--- src/rtl/ktl_pkg.sv ---
// ktl_pkg: shared constants, result type and decode functions for the keyword token lexer.
// No dependencies; used by ktl_if.sv and keyword_token_lexer_top.sv.
`timescale 1ns / 1ps

package ktl_pkg;

    localparam int OFFSET_BITS_DEF = 16;
    localparam int KIND_W          = 5;
    localparam int FIELD_W         = 16;

    localparam logic [KIND_W-1:0] KIND_FUNC     = 5'd0;
    localparam logic [KIND_W-1:0] KIND_SYMBOL   = 5'd1;
    localparam logic [KIND_W-1:0] KIND_LPAREN   = 5'd2;
    localparam logic [KIND_W-1:0] KIND_RPAREN   = 5'd3;
    localparam logic [KIND_W-1:0] KIND_COLON    = 5'd4;
    localparam logic [KIND_W-1:0] KIND_LBRACE   = 5'd5;
    localparam logic [KIND_W-1:0] KIND_RBRACE   = 5'd6;
    localparam logic [KIND_W-1:0] KIND_LOCAL    = 5'd7;
    localparam logic [KIND_W-1:0] KIND_ASSIGN   = 5'd8;
    localparam logic [KIND_W-1:0] KIND_NUMBER   = 5'd9;
    localparam logic [KIND_W-1:0] KIND_WHILE    = 5'd10;
    localparam logic [KIND_W-1:0] KIND_GT       = 5'd11;
    localparam logic [KIND_W-1:0] KIND_PLUS     = 5'd12;
    localparam logic [KIND_W-1:0] KIND_MINUS_EQ = 5'd13;
    localparam logic [KIND_W-1:0] KIND_MINUS    = 5'd14;
    localparam logic [KIND_W-1:0] KIND_NEWLINE  = 5'd15;
    localparam logic [KIND_W-1:0] KIND_ERROR    = 5'd16;
    localparam logic [KIND_W-1:0] KIND_END      = 5'd17;

    localparam logic [39:0] KW_WHILE = "while";
    localparam logic [31:0] KW_FUNC  = "func";
    localparam logic [39:0] KW_LOCAL = "local";

    localparam logic [7:0] CHAR_MINUS = "-";
    localparam logic [7:0] CHAR_EQ    = "=";
    localparam logic [7:0] CHAR_NL    = 8'h0a;
    localparam logic [7:0] CHAR_SPACE = " ";
    localparam logic [7:0] CHAR_TAB   = 8'h09;

    typedef struct packed {
        logic [KIND_W-1:0]  kind;
        logic [FIELD_W-1:0] start;
        logic [FIELD_W-1:0] length;
        logic               last;
    } result_t;

    // bit0 while, bit1 func, bit2 local: keyword char at idx equals b
    function automatic logic [2:0] kw_match(input logic [2:0] idx, input logic [7:0] b);
        logic [2:0] m;
        m = '0;
        if (idx < 3'd5)
        begin
            m[0] = (KW_WHILE[8*(4-int'(idx)) +: 8] == b);
            m[2] = (KW_LOCAL[8*(4-int'(idx)) +: 8] == b);
        end
        if (idx < 3'd4)
        begin
            m[1] = (KW_FUNC[8*(3-int'(idx)) +: 8] == b);
        end
        return m;
    endfunction

    function automatic logic [KIND_W-1:0] sym_kind(input logic [2:0] hits,
                                                  input logic len5, input logic len4);
        logic [KIND_W-1:0] k;
        priority if (hits[0] && len5) k = KIND_WHILE;
        else if (hits[1] && len4)     k = KIND_FUNC;
        else if (hits[2] && len5)     k = KIND_LOCAL;
        else                          k = KIND_SYMBOL;
        return k;
    endfunction

    function automatic logic [KIND_W-1:0] punct_kind(input logic [7:0] b);
        logic [KIND_W-1:0] k;
        unique case (b)
            "(":     k = KIND_LPAREN;
            ")":     k = KIND_RPAREN;
            ":":     k = KIND_COLON;
            "{":     k = KIND_LBRACE;
            "}":     k = KIND_RBRACE;
            "=":     k = KIND_ASSIGN;
            ">":     k = KIND_GT;
            "+":     k = KIND_PLUS;
            CHAR_NL: k = KIND_NEWLINE;
            default: k = KIND_ERROR;
        endcase
        return k;
    endfunction

    function automatic logic is_alpha(input logic [7:0] b);
        return (b >= "a" && b <= "z") || (b >= "A" && b <= "Z");
    endfunction

    function automatic logic is_digit(input logic [7:0] b);
        return (b >= "0" && b <= "9");
    endfunction

endpackage

--- src/rtl/ktl_if.sv ---
// ktl_if: valid/ready channel interfaces for text bytes in and tokens out.
// Depends on ktl_pkg for field widths.
`timescale 1ns / 1ps

interface ktl_text_if;
    logic       valid;
    logic       ready;
    logic [7:0] text_byte;
    logic       is_final;

    modport source (output valid, text_byte, is_final, input ready);
    modport sink   (input valid, text_byte, is_final, output ready);
endinterface

interface ktl_token_if;
    logic                         valid;
    logic                         ready;
    logic [ktl_pkg::KIND_W-1:0]   token_kind;
    logic [ktl_pkg::FIELD_W-1:0]  start_offset;
    logic [ktl_pkg::FIELD_W-1:0]  token_length;
    logic                         last_of_run;

    modport source (output valid, token_kind, start_offset, token_length, last_of_run,
                    input ready);
    modport sink   (input valid, token_kind, start_offset, token_length, last_of_run,
                    output ready);
endinterface

--- src/rtl/keyword_token_lexer_top.sv ---
// keyword_token_lexer_top: streaming lexer, one text byte per transaction in,
// tokens out through a three-entry result queue. Depends on ktl_pkg and ktl_if.
// A byte's first token is registered into the queue and is output in the next cycle.
// Throughput: one byte per cycle while each byte yields at most one token and the
// output is ready; a byte yielding more tokens (up to 3) holds the input until the
// single output port drains the queue to one entry, one per cycle while ready.
// Reset: rst_n clears the scan state to idle, offsets to zero and empties the queue.
`timescale 1ns / 1ps

module keyword_token_lexer_top #(
    parameter int OFFSET_BITS = ktl_pkg::OFFSET_BITS_DEF
) (
    input  logic clk,
    input  logic rst_n,
    ktl_text_if.sink    text_ch,
    ktl_token_if.source token_ch
);

    localparam logic [2:0] MODE_IDLE  = 3'd0;
    localparam logic [2:0] MODE_SYM   = 3'd1;
    localparam logic [2:0] MODE_NUM   = 3'd2;
    localparam logic [2:0] MODE_MINUS = 3'd3;
    localparam logic [2:0] MODE_ERR   = 3'd4;

    localparam logic [OFFSET_BITS-1:0] LEN_MAX = '1;

    function automatic logic [ktl_pkg::FIELD_W-1:0] to16(input logic [OFFSET_BITS-1:0] v);
        logic [OFFSET_BITS+ktl_pkg::FIELD_W-1:0] w;
        w = {{ktl_pkg::FIELD_W{1'b0}}, v};
        return w[ktl_pkg::FIELD_W-1:0];
    endfunction

    function automatic logic pending(input logic [2:0] m);
        return (m == MODE_SYM) || (m == MODE_NUM) || (m == MODE_MINUS);
    endfunction

    function automatic ktl_pkg::result_t flush_tok(input logic [2:0] m,
                                                   input logic [OFFSET_BITS-1:0] st,
                                                   input logic [OFFSET_BITS-1:0] ln,
                                                   input logic [2:0] hits);
        ktl_pkg::result_t r;
        r.start  = to16(st);
        r.length = to16(ln);
        r.last   = 1'b0;
        unique case (m)
            MODE_SYM:   r.kind = ktl_pkg::sym_kind(hits, ln == OFFSET_BITS'(5),
                                                   ln == OFFSET_BITS'(4));
            MODE_NUM:   r.kind = ktl_pkg::KIND_NUMBER;
            default:
            begin
                r.kind   = ktl_pkg::KIND_MINUS;
                r.length = 16'd1;
            end
        endcase
        return r;
    endfunction

    logic [2:0]             mode_reg,  mode_next;
    logic [OFFSET_BITS-1:0] off_reg,   off_next;
    logic [OFFSET_BITS-1:0] start_reg, start_next;
    logic [OFFSET_BITS-1:0] len_reg,   len_next;
    logic [2:0]             hits_reg,  hits_next;

    ktl_pkg::result_t q_reg [3];
    ktl_pkg::result_t q_next [3];
    logic [1:0]       cnt_reg, cnt_next;

    logic [7:0]             b;
    logic                   fin;
    logic                   accept;
    logic                   pop;
    logic                   handled;
    logic [OFFSET_BITS-1:0] len_inc;
    logic [OFFSET_BITS-1:0] off_inc;
    logic [2:0]             hits_ext;
    ktl_pkg::result_t       c0, c1, c2;
    logic                   c0_v, c1_v, c2_v;
    ktl_pkg::result_t       grp [3];
    logic [1:0]             grp_n;

    assign b       = text_ch.text_byte;
    assign fin     = text_ch.is_final;
    assign pop     = token_ch.valid && token_ch.ready;
    assign text_ch.ready = (cnt_reg == 2'd0) || ((cnt_reg == 2'd1) && token_ch.ready);
    assign accept  = text_ch.valid && text_ch.ready;

    assign len_inc  = (len_reg == LEN_MAX) ? len_reg : len_reg + 1'b1;
    assign off_inc  = off_reg + 1'b1;
    assign hits_ext = (len_reg < OFFSET_BITS'(5)) ? ktl_pkg::kw_match(len_reg[2:0], b) : 3'b000;

    always_comb
    begin
        mode_next  = mode_reg;
        start_next = start_reg;
        len_next   = len_reg;
        hits_next  = hits_reg;
        handled    = 1'b0;
        c0_v       = 1'b0;
        c0         = flush_tok(mode_reg, start_reg, len_reg, hits_reg);
        c1_v       = 1'b0;
        c1         = '0;

        unique case (mode_reg)
            MODE_ERR:
            begin
                handled = 1'b1;
            end
            MODE_MINUS:
            begin
                c0_v      = 1'b1;
                mode_next = MODE_IDLE;
                if (b == ktl_pkg::CHAR_EQ)
                begin
                    c0.kind   = ktl_pkg::KIND_MINUS_EQ;
                    c0.length = 16'd2;
                    handled   = 1'b1;
                end
            end
            MODE_SYM:
            begin
                if (ktl_pkg::is_alpha(b) || ktl_pkg::is_digit(b))
                begin
                    hits_next = hits_reg & hits_ext;
                    len_next  = len_inc;
                    handled   = 1'b1;
                end
                else
                begin
                    c0_v      = 1'b1;
                    mode_next = MODE_IDLE;
                end
            end
            MODE_NUM:
            begin
                if (ktl_pkg::is_digit(b))
                begin
                    len_next = len_inc;
                    handled  = 1'b1;
                end
                else
                begin
                    c0_v      = 1'b1;
                    mode_next = MODE_IDLE;
                end
            end
            default:
            begin
                mode_next = MODE_IDLE;
            end
        endcase

        if (!handled)
        begin
            priority if (b == ktl_pkg::CHAR_SPACE || b == ktl_pkg::CHAR_TAB)
            begin
            end
            else if (ktl_pkg::is_alpha(b))
            begin
                mode_next  = MODE_SYM;
                start_next = off_reg;
                len_next   = OFFSET_BITS'(1);
                hits_next  = ktl_pkg::kw_match(3'd0, b);
            end
            else if (ktl_pkg::is_digit(b))
            begin
                mode_next  = MODE_NUM;
                start_next = off_reg;
                len_next   = OFFSET_BITS'(1);
            end
            else if (b == ktl_pkg::CHAR_MINUS)
            begin
                mode_next  = MODE_MINUS;
                start_next = off_reg;
                len_next   = OFFSET_BITS'(1);
            end
            else
            begin
                c1_v      = 1'b1;
                c1.kind   = ktl_pkg::punct_kind(b);
                c1.start  = to16(off_reg);
                c1.length = 16'd1;
                c1.last   = 1'b0;
                if (c1.kind == ktl_pkg::KIND_ERROR)
                begin
                    mode_next = MODE_ERR;
                end
            end
        end

        // end of text flushes the token still open after this byte
        if (!c1_v && fin && pending(mode_next))
        begin
            c1_v = 1'b1;
            c1   = flush_tok(mode_next, start_next, len_next, hits_next);
        end

        c2_v      = fin;
        c2.kind   = ktl_pkg::KIND_END;
        c2.start  = to16(off_inc);
        c2.length = '0;
        c2.last   = 1'b0;

        off_next = off_inc;
        if (fin)
        begin
            mode_next  = MODE_IDLE;
            off_next   = '0;
            start_next = '0;
            len_next   = '0;
            hits_next  = 3'b111;
        end
    end

    always_comb
    begin
        grp[0] = c0_v ? c0 : (c1_v ? c1 : c2);
        grp[1] = (c0_v && c1_v) ? c1 : c2;
        grp[2] = c2;
        grp_n  = 2'(c0_v) + 2'(c1_v) + 2'(c2_v);
        grp[0].last = (grp_n == 2'd1);
        grp[1].last = (grp_n == 2'd2);
        grp[2].last = (grp_n == 2'd3);
    end

    always_comb
    begin
        q_next   = q_reg;
        cnt_next = cnt_reg;
        if (accept)
        begin
            q_next   = grp;
            cnt_next = grp_n;
        end
        else if (pop)
        begin
            q_next[0] = q_reg[1];
            q_next[1] = q_reg[2];
            cnt_next  = cnt_reg - 2'd1;
        end
    end

    always_ff @(posedge clk or negedge rst_n)
    begin
        if (!rst_n)
        begin
            mode_reg  <= MODE_IDLE;
            off_reg   <= '0;
            start_reg <= '0;
            len_reg   <= '0;
            hits_reg  <= 3'b111;
            cnt_reg   <= 2'd0;
        end
        else
        begin
            cnt_reg <= cnt_next;
            if (accept)
            begin
                mode_reg  <= mode_next;
                off_reg   <= off_next;
                start_reg <= start_next;
                len_reg   <= len_next;
                hits_reg  <= hits_next;
            end
        end
    end

    always_ff @(posedge clk)
    begin
        q_reg <= q_next;
    end

    assign token_ch.valid        = (cnt_reg != 2'd0);
    assign token_ch.token_kind   = q_reg[0].kind;
    assign token_ch.start_offset = q_reg[0].start;
    assign token_ch.token_length = q_reg[0].length;
    assign token_ch.last_of_run  = q_reg[0].last;

endmodule
--- src/flat_wrapper.sv ---
// flat-port wrapper written by rule: the top's interface ports become plain ports
module keyword_token_lexer_top_flat 
#(
    parameter int OFFSET_BITS = ktl_pkg::OFFSET_BITS_DEF
)
  (clk, rst_n, text_ch_valid, text_ch_text_byte, text_ch_is_final, text_ch_ready, token_ch_valid, token_ch_token_kind, token_ch_start_offset, token_ch_token_length, token_ch_last_of_run, token_ch_ready);
  ktl_text_if text_ch_i ();
  ktl_token_if token_ch_i ();
  input  logic clk;
  input  logic rst_n;
  input wire logic [$bits(text_ch_i.valid)-1:0] text_ch_valid;
  input wire logic [$bits(text_ch_i.text_byte)-1:0] text_ch_text_byte;
  input wire logic [$bits(text_ch_i.is_final)-1:0] text_ch_is_final;
  output wire logic [$bits(text_ch_i.ready)-1:0] text_ch_ready;
  output wire logic [$bits(token_ch_i.valid)-1:0] token_ch_valid;
  output wire logic [$bits(token_ch_i.token_kind)-1:0] token_ch_token_kind;
  output wire logic [$bits(token_ch_i.start_offset)-1:0] token_ch_start_offset;
  output wire logic [$bits(token_ch_i.token_length)-1:0] token_ch_token_length;
  output wire logic [$bits(token_ch_i.last_of_run)-1:0] token_ch_last_of_run;
  input wire logic [$bits(token_ch_i.ready)-1:0] token_ch_ready;
  assign text_ch_i.valid = text_ch_valid;
  assign text_ch_i.text_byte = text_ch_text_byte;
  assign text_ch_i.is_final = text_ch_is_final;
  assign text_ch_ready = text_ch_i.ready;
  assign token_ch_valid = token_ch_i.valid;
  assign token_ch_token_kind = token_ch_i.token_kind;
  assign token_ch_start_offset = token_ch_i.start_offset;
  assign token_ch_token_length = token_ch_i.token_length;
  assign token_ch_last_of_run = token_ch_i.last_of_run;
  assign token_ch_i.ready = token_ch_ready;
  keyword_token_lexer_top #(.OFFSET_BITS(OFFSET_BITS)) u_core (.clk(clk), .rst_n(rst_n), .text_ch(text_ch_i), .token_ch(token_ch_i));
endmodule
--- config.mk ---
export PLATFORM = sky130hd
export DESIGN_NAME = keyword_token_lexer_top_flat
export DESIGN_NICKNAME = d
export VERILOG_FILES = /design/src/rtl/ktl_pkg.sv /design/src/rtl/ktl_if.sv /design/src/rtl/keyword_token_lexer_top.sv /design/src/flat_wrapper.sv
export SDC_FILE = /design/constraint.sdc
export NUM_CORES = 1
export LEC_CHECK = 0
export BUFFER_PORTS_ARGS = -buffer_cell sky130_fd_sc_hd__buf_4
export CORE_MARGIN = 2
export CORE_UTILIZATION = 46
export CTS_CLUSTER_SIZE = 40
export DETAILED_ROUTE_END_ITERATION = 8
export SYNTH_ARGS = -nofsm -noshare
export SYNTH_HDL_FRONTEND = slang
export SYNTH_SLANG_ARGS = --single-unit
--- constraint.sdc ---
create_clock -name clk -period 5.1 [get_ports clk]
set_input_delay 0.765 -clock clk [delete_from_list [all_inputs] [get_ports clk]]
set_output_delay 0.765 -clock clk [all_outputs]
set_load 0.005 [all_outputs]
### After elaboration in Yosys (flattened, before gate mapping)

Cells that the tools add are included.

| operators by class | value |
|---|---|
| shift operators | 3 |
| add/subtract/negate cells | 7 |
| muxes and demuxes | 83 |
| magnitude comparators | 9 |
| equal/unequal tests | 35 |
| reduce and logical (&&, ||, !) cells | 27 |
| bitwise gates (word level) | 1 |

Operators by type and width:

| cell | number |
|---|---|
| 38-bit two-way mux | 9 |
| 16-bit two-way mux | 20 |
| 76-bit two-way mux | 2 |
| 40-bit by 32-bit indexed part select with 8-bit output (first input constant) | 2 |
| 16-bit by 3-bit == test with 1-bit output (second input constant) | 4 |
| 8-bit by 6-bit == test with 1-bit output (second input constant) | 8 |
| 5-bit two-way mux | 11 |
| 3-bit two-way mux | 18 |
| 5-bit case mux with 9 select lines | 1 |
| 16-bit by 1-bit adder with 16-bit output (second input constant) | 2 |
| 16-bit case mux with 2 select lines | 1 |
| 32-bit by 32-bit indexed part select with 8-bit output (first input constant) | 1 |
| 7-bit by 8-bit == test with 1-bit output (first input constant) | 3 |
| 8-bit == test | 3 |
| 5-bit case mux with 2 select lines | 2 |
| 16-bit == test (second input constant) | 1 |
| 8-bit by 4-bit == test with 1-bit output (second input constant) | 2 |
| 8-bit by 7-bit == test with 1-bit output (second input constant) | 2 |
| 8-bit by 7-bit greater-or-equal comparator with 1-bit output (second input constant) | 2 |
| 8-bit by 7-bit <= comparator with 1-bit output (second input constant) | 2 |
| 16-bit by 3-bit < comparator with 1-bit output (second input constant) | 1 |
| 1-bit logical AND | 15 |
| 1-bit two-way mux | 14 |
| 3-bit by 2-bit == test with 1-bit output (second input constant) | 4 |
| 23 further kinds | 35 |

| word-level totals | value |
|---|---|
| flip-flop bits (word level) | 149 |
| word-level logic and storage cells | 181 |
| input bits | 13 |
| output and inout port bits | 40 |

### Depth between registers and ports, before layout

Gate-level depths: netlist of the first run.

| logic depth | value |
|---|---|
| depth after elaboration | 23 |
| gate-level depth with buffers | 14 |
| gate-level depth less buffers | 12 |

### Least setup slack after synthesis of the first run

No wires, ideal clock.

| path | value |
|---|---|
| kind | flip-flop to flip-flop |
| start point | register u_core.len_reg[0] |
| end point | register u_core.q_reg (netlist bit u_core.token_ch.token_kind[1]) (data pin) |
| path slack | 1196 ps |
| cell stages (with the launch flop) | 15 |
| library setup time | 146 ps |
| period minus slack after synthesis | 3904 ps |
| data arrival time | 3758 ps |
| required time | 4954 ps |
| path buffers | 2 |
| path through | dfrtp_1 > buf_2 > buf_1 > inv_1 > ha_1 > ha_1 > o21ai_0 > a211o_1 > a2111oi_0 > a31oi_1 > a221oi_1 > a21o_1 > a31oi_1 > or4_1 > a21oi_1 |

RTL lines:

| what | line | source |
|---|---|---|
| start, declared | keyword_token_lexer_top.sv:61 | `logic [OFFSET_BITS-1:0] len_reg, len_next;` |
| start signal, assigned | keyword_token_lexer_top.sv:261 | `len_reg <= len_next;` |
| end signal, assigned | keyword_token_lexer_top.sv:269 | `q_reg <= q_next;` |
| end, declared | keyword_token_lexer_top.sv:64 | `ktl_pkg::result_t q_reg [3];` |

==> impl_results.md, run 1 <==
- IO buf count: 52
- Chip Height: 147.2 um
- TritonCTS clock tree: yes
- Final Setup Violations: 0
- WP data required: 5.37 ns
- Pre-antenna DRT Iters: 6
- Setup tns final: 0 ns
- Layout Skew: 0.01057 ns
- Max_cap viols: 0
- Dpl ws: 0.7371 ns
- Min-Delay Path Class: input pin to asynchronous set/reset pin
- Run status: finished, final reports clean
- Clock tree sinks: 149
- Post-layout util: 50.99%
- Post-cts sizing count: 0
- Reg2reg path depth: 12
- Initial antenna violation count: 0
- #FFs+latches synth: 149
- Routed vias: 7929
- Crit-path cells: inv_1, ha_1, ha_1, o21ai_0, a211o_1, a2111oi_0, a31oi_1, a221oi_1, a21o_1, a31oi_1, or4_1, a21oi_1
- Largest cells by area after synthesis: edfxtp_1 (30%), dfrtp_1 (14%), o21ai_0 (6.2%)
- Mapped Avg Cell Area: 8.930 um2
- Buf/Inv on CP: 1
- Mapped Cells: 1056
- Row cnt: 52
- Max FFs per register: 55
- Inst Count DP: 1284
- Skew-Pair Late Insertion Delay: 0.43 ns
- Final nets: 1054
- Depth of the CTS H-tree: 4
- Worst-Margin Slew: 1.213 ns
- Worst-path fanout max: 22
- Element type at the critical path end: register
- Peak supply drop: 0.2613 mV
- Leak: 0.003949 uW
- Core area: 0.02017 mm2
- Power Density: 458.0 mW/mm2
- DR WL/cell: 19.30 um
- Hold Vio Cnt, Final: 0
- Worst path max stage delay: 0.81 ns
- Ys async rst share: 37.58%
- Crit share post-route: 86.04%
- Share of post-route cells with drive strength above 1: 12.24%
- Post-route cell area: 0.01028 mm2
- Post-placement cell area: 0.009702 mm2
- First-pass GRT wire length: 40920 um
- Critical Path Source Type: register
- Number of distinct library cells after synthesis: 85
- Setup Fix Bufs, Post-CTS: 0
- Total CTS buffers: 17
- Remaining global-route overflow: 0
- Hold_buf cts: 0
- Reg2Reg Setup Slack: 0.71 ns
- Vias per cell: 6.025
- Reg-to-Reg End: u_core.token_ch.token_kind[1]
- Commonest register cell after synthesis: edfxtp_1
- Max-slew violation count: 0
- Antenna-violating nets left: 0
- Placer congestion estimate: 0.9292
- Post-synth top area cell: edfxtp_1
- Num ports: 53
- Total GRT Usage: 23.92%
- Root buffer cell: clkbuf_16
- Layout Cells excl Fill: 1316
- Vias in the first global route: 7313
- Remaining DRCs: 0
- Most common cell after layout, fill and taps aside: nand2_1
- Fmax: 0.2279 GHz
- Register area share after synthesis: 44.51%
- Slew HR: 18.12%
- Setup ws final: 0.7120 ns
- Starting Density: 46.76%
- Layout overhead on the synthesized area: 9.049%
- Synthesis Warnings: 0
- Largest net degree at the start of global routing: 82
- Most frequent cells in the layout: nand2_1 (147), o21ai_0 (116), edfxtp_1 (93), nor2_1 (84), buf_4 (72)
- RSZ-0062 raised after global routing: false
- Max stage delay cell, worst path: dfrtp_1
- Post-DP HPWL: 16920 um
- Die ar.: 0.02166 mm2
- Worst Path Class, Setup: register to register
- Reg2Reg Launch Point: u_core.len_reg[0]
- Clock-pin slew on the worst setup and hold paths: 0.06 ns
- Ant. Diodes: 0
- Synth top area share: 29.61%
- Final min period: 4.388 ns
- Synth Cell Area: 0.009430 mm2
- Chip width: 147.2 um
- Arr. time, crit path: 4.66 ns
- Starting DRC count in detailed routing: 714
- WL final: 25400 um
- Post-synth EDFFs: 93
- Layout fillers: 1926
- Delay-heaviest family, CP: compound AO/OA/AOI/OAI gates
- Max Root-Sink Buffers: 2
cell families after synthesis:
group           after synthesis  share of synthesized area, %
fa+ha+maj                     8                         1.141
buf+inv                     151                         8.080
simple gates                391                         20.02
compound gates              322                         22.82
mux                          16                         1.712
other cells                   1                       0.03977
flops                       149                         44.51
xor+xnor                     18                         1.672
through the flow:
stage               total power [uW]  hold slack, ns
floorplan                       3050          0.4694
global placement                3480          0.4951
detailed placement              3491          0.5073
CTS                             4745          0.4412
global route                    5010          0.4651
finish                          4710          0.4133
power breakdown:
group	internal, uW	total, uW	switching, uW
clock	727	1250	521
sequential	1730	1930	198
combinational	580	1530	951
total	3040	4710	1670
layer usage:
layer  wire length (um)  GRT usage, %
met1              11480         33.79
met4                631         8.221
met3               1379         4.286
met5                  0             0
met2              11920         37.27
worst max path at each step:
stage                           start                       endpoint  slack, ns  depth (start not counted)
floorplan           u_core.len_reg[0]  u_core.token_ch.token_kind[1]       1.20                         14
global placement    u_core.len_reg[0]  u_core.token_ch.token_kind[1]       0.88                         12
detailed placement  u_core.len_reg[0]  u_core.token_ch.token_kind[1]       0.74                         12
CTS                 u_core.len_reg[0]  u_core.token_ch.token_kind[1]       0.72                         12
global route        u_core.len_reg[0]  u_core.token_ch.token_kind[1]       0.41                         12
finish              u_core.len_reg[0]  u_core.token_ch.token_kind[1]       0.71                         12
final cells by class:
type	instances	area [um2]	share of cell area (%)
Sequential cell	149	4198	40.82
Clock buffer	19	432.9	4.210
Multi-Input combinational cell	770	4539	44.14
Inverter	23	86.33	0.8395
Clock inverter	13	148.9	1.448
Tap cell	270	337.8	3.285
Timing Repair Buffer	72	540.5	5.256
Yosys cell counts (7+ instances only):
| master | number |
|---|---|
| mux2i_1 | 15 |
| xnor2_1 | 8 |
| edfxtp_1 | 93 |
| nor3_1 | 33 |
| clkbuf_1 | 67 |
| dfrtp_1 | 53 |
| nor4_1 | 13 |
| or3_1 | 10 |
| a22oi_1 | 24 |
| nand2_1 | 148 |
| xor2_1 | 10 |
| buf_4 | 40 |
| a21oi_1 | 42 |
| nand4_1 | 8 |
| nand2b_1 | 7 |
| inv_1 | 22 |
| nand3_1 | 29 |
| a22o_1 | 15 |
| o211ai_1 | 7 |
| nor2_1 | 84 |
| ha_1 | 7 |
| and3_1 | 11 |
| a21o_1 | 10 |
| buf_2 | 12 |
| a31oi_1 | 16 |
| a211oi_1 | 7 |
| a221oi_1 | 13 |
| o21ai_0 | 116 |
Note: power is estimated with default switching activity, not from simulation.
==> run 2, diff against run 1 <==
Settings changed: PLACE_DENSITY from default to 0.7.
==> impl_results.md, run 2 (same netlist as run 1, synthesis figures left out) <==
- Run status: finished, final reports clean
- Power Density: 461.0 mW/mm2 (+0.67%)
- Post-DP HPWL: 16790 um (-0.79%)
- WL final: 25250 um (-0.61%)
- Clock tree sinks: 149 (unchanged)
- Skew-Pair Late Insertion Delay: 0.43 ns (about the same)
- Worst-path fanout max: 13 (-41%)
- First-pass GRT wire length: 40780 um (-0.34%)
- Core area: 0.02017 mm2 (unchanged)
- WP data required: 5.37 ns (about the same)
- Final nets: 1057 (+0.28%)
- Worst Path Class, Setup: register to register
- RSZ-0062 raised after global routing: false
- Setup tns final: 0 ns (unchanged)
- Ant. Diodes: 0 (unchanged)
- Seq pwr share: 40.3% (-0.7 points)
- Share of post-route cells with drive strength above 1: 12.20% (-0.035 points)
- Antenna-violating nets left: 0 (unchanged)
- Row cnt: 52 (unchanged)
- DR WL/cell: 19.14 um (-0.84%)
- Fmax: 0.2308 GHz (+1.3%)
- IO buf count: 52 (unchanged)
- Setup Fix Bufs, Post-CTS: 0 (unchanged)
- Crit-path cells: inv_1, ha_1, ha_1, o21ai_0, a211o_1, a2111oi_0, a31oi_1, a221oi_1, a21o_1, a31oi_1, or4_1, a21oi_1
- TritonCTS clock tree: yes
- Max stage delay cell, worst path: a221oi_1
- Num ports: 53 (unchanged)
- Max FFs per register: 55 (unchanged)
- Initial antenna violation count: 0 (unchanged)
- Clock Power Share: 26.4% (about the same)
- Worst-Margin Slew: 1.159 ns (-0.05371 ns)
- Depth of the CTS H-tree: 4 (unchanged)
- Critical Path Source Type: register
- Slew HR: 22.44% (+4.3 points)
- Delay-heaviest family, CP: compound AO/OA/AOI/OAI gates
- Vias in the first global route: 7496 (+2.5%)
- Reg2Reg Setup Slack: 0.77 ns (+0.06 ns)
- Most frequent cells in the layout: nand2_1 (147), o21ai_0 (116), edfxtp_1 (93), nor2_1 (84), buf_4 (75)
- Root buffer cell: clkbuf_16
- Max-slew violation count: 0 (unchanged)
- Chip width: 147.2 um (unchanged)
- Combinational power share: 33.3% (+0.8 points)
- Starting DRC count in detailed routing: 975 (+37%)
- Leak: 0.003980 uW (+0.80%)
- Max_cap viols: 0 (unchanged)
- Placer congestion estimate: 0.9693 (+4.3%)
- Hold Vio Cnt, Final: 0 (unchanged)
- Largest net degree at the start of global routing: 82 (unchanged)
- Die ar.: 0.02166 mm2 (unchanged)
- Remaining global-route overflow: 0 (unchanged)
- Most common cell after layout, fill and taps aside: nand2_1
- Total GRT Usage: 23.61% (-0.31 points)
- Buf/Inv on CP: 1 (unchanged)
- Routed vias: 8140 (+2.7%)
- Internal power: 3087 uW (+1.5%)
- Peak supply drop: 0.2789 mV (+6.8%)
- Min-Delay Path Class: input pin to asynchronous set/reset pin
- Final Setup Violations: 0 (unchanged)
- Sw frac: 35.01% (-0.44 points)
- Pre-antenna DRT Iters: 5 (-1)
- Dpl ws: 0.8008 ns (+0.06377 ns)
- Post-cts sizing count: 0 (unchanged)
- Sw Pwr: 1663 uW (-0.38%)
- Worst path max stage delay: 0.63 ns (-0.18 ns)
- Layout fillers: 1920 (-0.31%)
- Clock-pin slew on the worst setup and hold paths: 0.06 ns (about the same)
- Remaining DRCs: 0 (unchanged)
- Vias per cell: 6.171 (+2.4%)
- Hold_buf cts: 0 (unchanged)
- Chip Height: 147.2 um (unchanged)
- Max Root-Sink Buffers: 2 (unchanged)
- Layout Skew: 0.01103 ns (+0.0004618 ns)
- Setup ws final: 0.7673 ns (+0.05531 ns)
- Layout overhead on the synthesized area: 9.261%
- Element type at the critical path end: register
- Arr. time, crit path: 4.60 ns (-0.06 ns)
- Final min period: 4.333 ns (-0.05531 ns)
- Crit share post-route: 84.96% (-1.1 points)
- Starting Density: 46.76% (unchanged)
- Total CTS buffers: 17 (unchanged)
## run 2: cell count changes in the layout (fill, tap and decap cells not counted), sizes merged
cell      change
clkbuf        +5
buf           +3
clkinv        +3
clkinvlp      -4
inv           -4
## run 2: metrics by stage
| stage | hold WS, ns | total power [uW] | std cells | utilization (%) | cell area, um2 |
|---|---|---|---|---|---|
| after global placement | 0.4891 | 3486 | 1287 | 48.19 | 9719 |
| after CTS | 0.4362 | 4774 | 1319 | 51.09 | 10300 |
| after global routing | 0.4774 | 5035 | 1319 | 51.09 | 10300 |
| after floorplan | 0.4694 | 3050 | 1070 | - | 9483 |
| final | 0.4149 | 4750 | 1319 | 51.09 | 10300 |
| after detailed placement | 0.5042 | 3516 | 1287 | 48.19 | 9719 |
## run 2: worst register-to-register path, stage by stage (launching register included)
cell	delay, ns
dfrtp_1	0.60
inv_1	0.24
ha_1	0.27
ha_1	0.37
o21ai_0	0.14
a211o_1	0.30
a2111oi_0	0.51
a31oi_1	0.21
a221oi_1	0.63
a21o_1	0.16
a31oi_1	0.10
or4_1	0.48
a21oi_1	0.16
## run 2: final timing paths
path,startpoint,end,depth (start not counted)
max,u_core.len_reg[1],u_core.token_ch.token_kind[1],12
min,rst_n,u_core.len_reg[12],1
max reg2reg,u_core.len_reg[1],u_core.token_ch.token_kind[1],12
min reg2reg,u_core.q_reg[20],u_core.q_reg[58],2
max in group asynchronous,rst_n,u_core.off_reg[10],1
min in group clk,u_core.q_reg[20],u_core.q_reg[58],2
## run 2: area by class of cell
class                   count  area [um2]  share of cell area, %
inverters                  23       86.33                 0.8379
multi-input cells         770        4534                  44.01
repair buffers             75       563.0                  5.464
clock inverters             8       101.3                 0.9836
clock buffers              24       483.0                  4.687
flip-flops and latches    149        4198                  40.74
well taps                 270       337.8                  3.279
## run 2: layer usage
layer / vias up / GRT usage, % / part of all wire, %
met5: - / 0 / 0
met4: 0 / 7.885 / 2.5
met3: 52 / 5.217 / 8.3
met2: 391 / 36.82 / 47
met1: 3891 / 32.81 / 42
li1: 3806 / - / -
## run 2: power groups by stage
| stage | combinational (uW) | clock, uW | sequential (uW) |
|---|---|---|---|
| floorplan | 1200 | 0 | 1850 |
| global placement | 1560 | 0 | 1930 |
| detailed placement | 1580 | 0 | 1940 |
| CTS | 1590 | 1270 | 1920 |
| global route | 1760 | 1320 | 1950 |
| finish | 1580 | 1250 | 1920 |
==> run 3, diff against run 2 <==
Settings changed: ABC_AREA from default to 1.
Clock period 5.1 ns to 4.3 ns, I/O delays scaled along.
==> impl_results.md, run 3 <==
- Run status: finished, final reports clean
- Clock-pin slew on the worst setup and hold paths: 0.06 ns (about the same)
- Final nets: 1136 (+7.5%)
- Clock tree sinks: 149 (unchanged)
- Synth top area share: 31.15% (+1.5 points)
- Min-Delay Path Class: input pin to asynchronous set/reset pin
- Peak supply drop: 0.3449 mV (+24%)
- Most frequent cells in the layout: nand2_1 (249), inv_1 (121), nor2_1 (94), edfxtp_1 (93), o22ai_1 (67)
- Post-DP HPWL: 14410 um (-14%)
- Uppermost layer routed: met4
- First-pass GRT wire length: 36280 um (-11%)
- Max_cap viols: 0 (unchanged)
- Mapped Avg Cell Area: 8.098 um2 (-9.3%)
- Ys async rst share: 37.58% (unchanged)
- Starting DRC count in detailed routing: 700 (-28%)
- IO buf count: 52 (unchanged)
- Total CTS buffers: 17 (unchanged)
- Layout overhead on the synthesized area: 10.05%
- Depth of the CTS H-tree: 4 (unchanged)
- Setup Fix Bufs, Post-CTS: 0 (unchanged)
- Ant. Diodes: 0 (unchanged)
- Critical Path Source Type: register
- RSZ-0062 raised after global routing: false
- Routed vias: 7637 (-6.2%)
- Hold Vio Cnt, Final: 0 (unchanged)
- Overall Power: 6053 uW (+27%)
- Post-cts sizing count: 0 (unchanged)
- Post-synth EDFFs: 93 (unchanged)
- Chip Height: 143.6 um (-2.4%)
- Layout Skew: 0.009082 ns (-0.001947 ns)
- Wire length on met1: 10420 um (-2.3%)
- Commonest register cell after synthesis: edfxtp_1
- Antenna-violating nets left: 0 (unchanged)
- Post-synth top area cell: edfxtp_1
- Final Setup Violations: 0 (unchanged)
- Synth Cell Area: 0.008965 mm2 (-4.9%)
- Max FFs per register: 55 (unchanged)
- Worst-Margin Slew: 1.067 ns (-0.09262 ns)
- Worst-path fanout max: 12 (-1)
- Slew HR: 28.90% (+6.5 points)
- Setup tns final: 0 ns (unchanged)
- Root buffer cell: clkbuf_16
- Worst Path Class, Setup: register to register
- Max-slew violation count: 0 (unchanged)
- WL final: 22280 um (-12%)
- Final min period: 3.457 ns (-0.8753 ns)
- Crit share post-route: 80.40% (-4.6 points)
- Hold_buf cts: 0 (unchanged)
- Synthesis Warnings: 0 (unchanged)
- Starting Density: 46.52% (-0.24 points)
- Largest net degree at the start of global routing: 82 (unchanged)
- Core area: 0.01927 mm2 (-4.5%)
- Initial antenna violation count: 0 (unchanged)
- DR WL/cell: 15.99 um (-16%)
- Chip width: 143.6 um (-2.4%)
- DR WL met2: 9829 um (-17%)
- Most common cell after layout, fill and taps aside: nand2_1
- Hold slack final: 0.2858 ns (-0.1291 ns)
- WP data required: 4.48 ns (-0.89 ns)
- Power Density: 613.5 mW/mm2 (+33%)
- Leak: 0.004399 uW (+11%)
- Row cnt: 51 (-1.9%)
- Total GRT Usage: 22.49% (-1.1 points)
- Element type at the critical path end: register
- Register area share after synthesis: 46.82% (+2.3 points)
- Pre-antenna DRT Iters: 5 (unchanged)
- Skew-Pair Late Insertion Delay: 0.43 ns (about the same)
- Inst Count DP: 1361 (+5.7%)
- Vias in the first global route: 7228 (-3.6%)
- #FFs+latches synth: 149 (unchanged)
- Number of distinct library cells after synthesis: 47 (-45%)
- Largest cells by area after synthesis: edfxtp_1 (31%), dfrtp_1 (15%), nand2_1 (11%)
- Arr. time, crit path: 3.64 ns (-0.96 ns)
- Num ports: 53 (unchanged)
- Routed wl met3: 1444 um (-31%)
- Remaining DRCs: 0 (unchanged)
- Placer congestion estimate: 0.9299 (-4.1%)
- Max Root-Sink Buffers: 2 (unchanged)
- Layout Cells excl Fill: 1393 (+5.6%)
- Fmax: 0.2892 GHz (+25%)
- TritonCTS clock tree: yes
- Share of post-route cells with drive strength above 1: 11.52% (-0.68 points)
- Die ar.: 0.02062 mm2 (-4.8%)
- Post-synth top cells: nand2_1 (251), inv_1 (122), nor2_1 (94)
- Count leader, synth: nand2_1
- Vias per cell: 5.482 (-11%)
- Mapped Cells: 1107 (+4.8%)
- Remaining global-route overflow: 0 (unchanged)
run 3: cell count changes after synthesis, moves of 24 or more:
cell	previous run	this run
inv_1	22	122
clkbuf_1	67	32
a22oi_1	24	0
o22ai_1	5	67
o21ai_0	116	64
nand3_1	29	65
nand2_1	148	251
run 3: critical path, cell delays in order (launching register included):
cell	delay, ns
dfrtp_1	0.56
ha_1	0.25
nand2_1	0.11
nor2_1	0.30
nand4_1	0.49
nand2_1	0.21
nand2_1	0.06
nand3_1	0.10
nand2_1	0.05
nand2_1	0.11
nand2_1	0.06
nor2_1	0.09
nand2_1	0.12
nor2_2	0.20
nand2_1	0.09
nand3_1	0.09
nand2_1	0.05
nand2_1	0.07
nand3_1	0.07
nand2_1	0.06
nand2_1	0.06
run 3: through the flow:
stage,util [%],instance area [um2],worst slack [ns]
after floorplan,-,9017,1.056
after global placement,48.32,9311,0.7316
after detailed placement,48.32,9311,0.5825
after CTS,51.19,9866,0.8734
after global routing,51.19,9866,0.4539
final,51.19,9866,0.8426
run 3: worst paths after layout:
| check | slack [ns] | to | cells past startpoint | start |
|---|---|---|---|---|
| min reg2reg | 0.52 | u_core.hits_reg[1] | 2 | u_core.hits_reg[1] |
| min | 0.29 | u_core.len_reg[0] | 1 | rst_n |
| max | 0.84 | u_core.token_ch.token_kind[0] | 20 | u_core.len_reg[0] |
| max in group asynchronous | 3.47 | u_core.start_reg[0] | 1 | rst_n |
| max reg2reg | 0.84 | u_core.token_ch.token_kind[0] | 20 | u_core.len_reg[0] |
| min in group clk | 0.52 | u_core.hits_reg[1] | 2 | u_core.hits_reg[1] |
run 3: per-layer routing:
layer	vias to the layer above	track usage [%]
met5	-	0
met2	292	34.24
li1	3728	-
met4	0	8.875
met1	3570	31.94
met3	47	4.032
run 3: logic make-up (layout without fill, tap and decap cells):
group | after synthesis | count (layout) | share of synthesized area (%)
AOI/OAI and AO/OA | 242 | 242 | 16.15
adders and majority gates | 8 | 8 | 1.200
DFF | 149 | 149 | 46.82
and+or+nand+nor | 470 | 470 | 22.69
xor gates and xnor gates | 18 | 18 | 1.759
other | 1 | 15 | 0.04183
buffers and inverters | 219 | 226 | 11.33
run 3: where the power goes:
group	internal, uW	switching (uW)	total [uW]
Sequential	2210	183	2390
Clock	796	610	1410
Combinational	780	1470	2250
Total	3790	2270	6050
run 3: area by class of cell:
type,instances,area [um2]
multi-input combinational,753,3814
clock buffer,17,425.4
sequential,149,4198
inverter,130,488.0
timing repair buffer,64,480.5
tap,265,331.6
fill,1874,9405
clock inverter,15,128.9
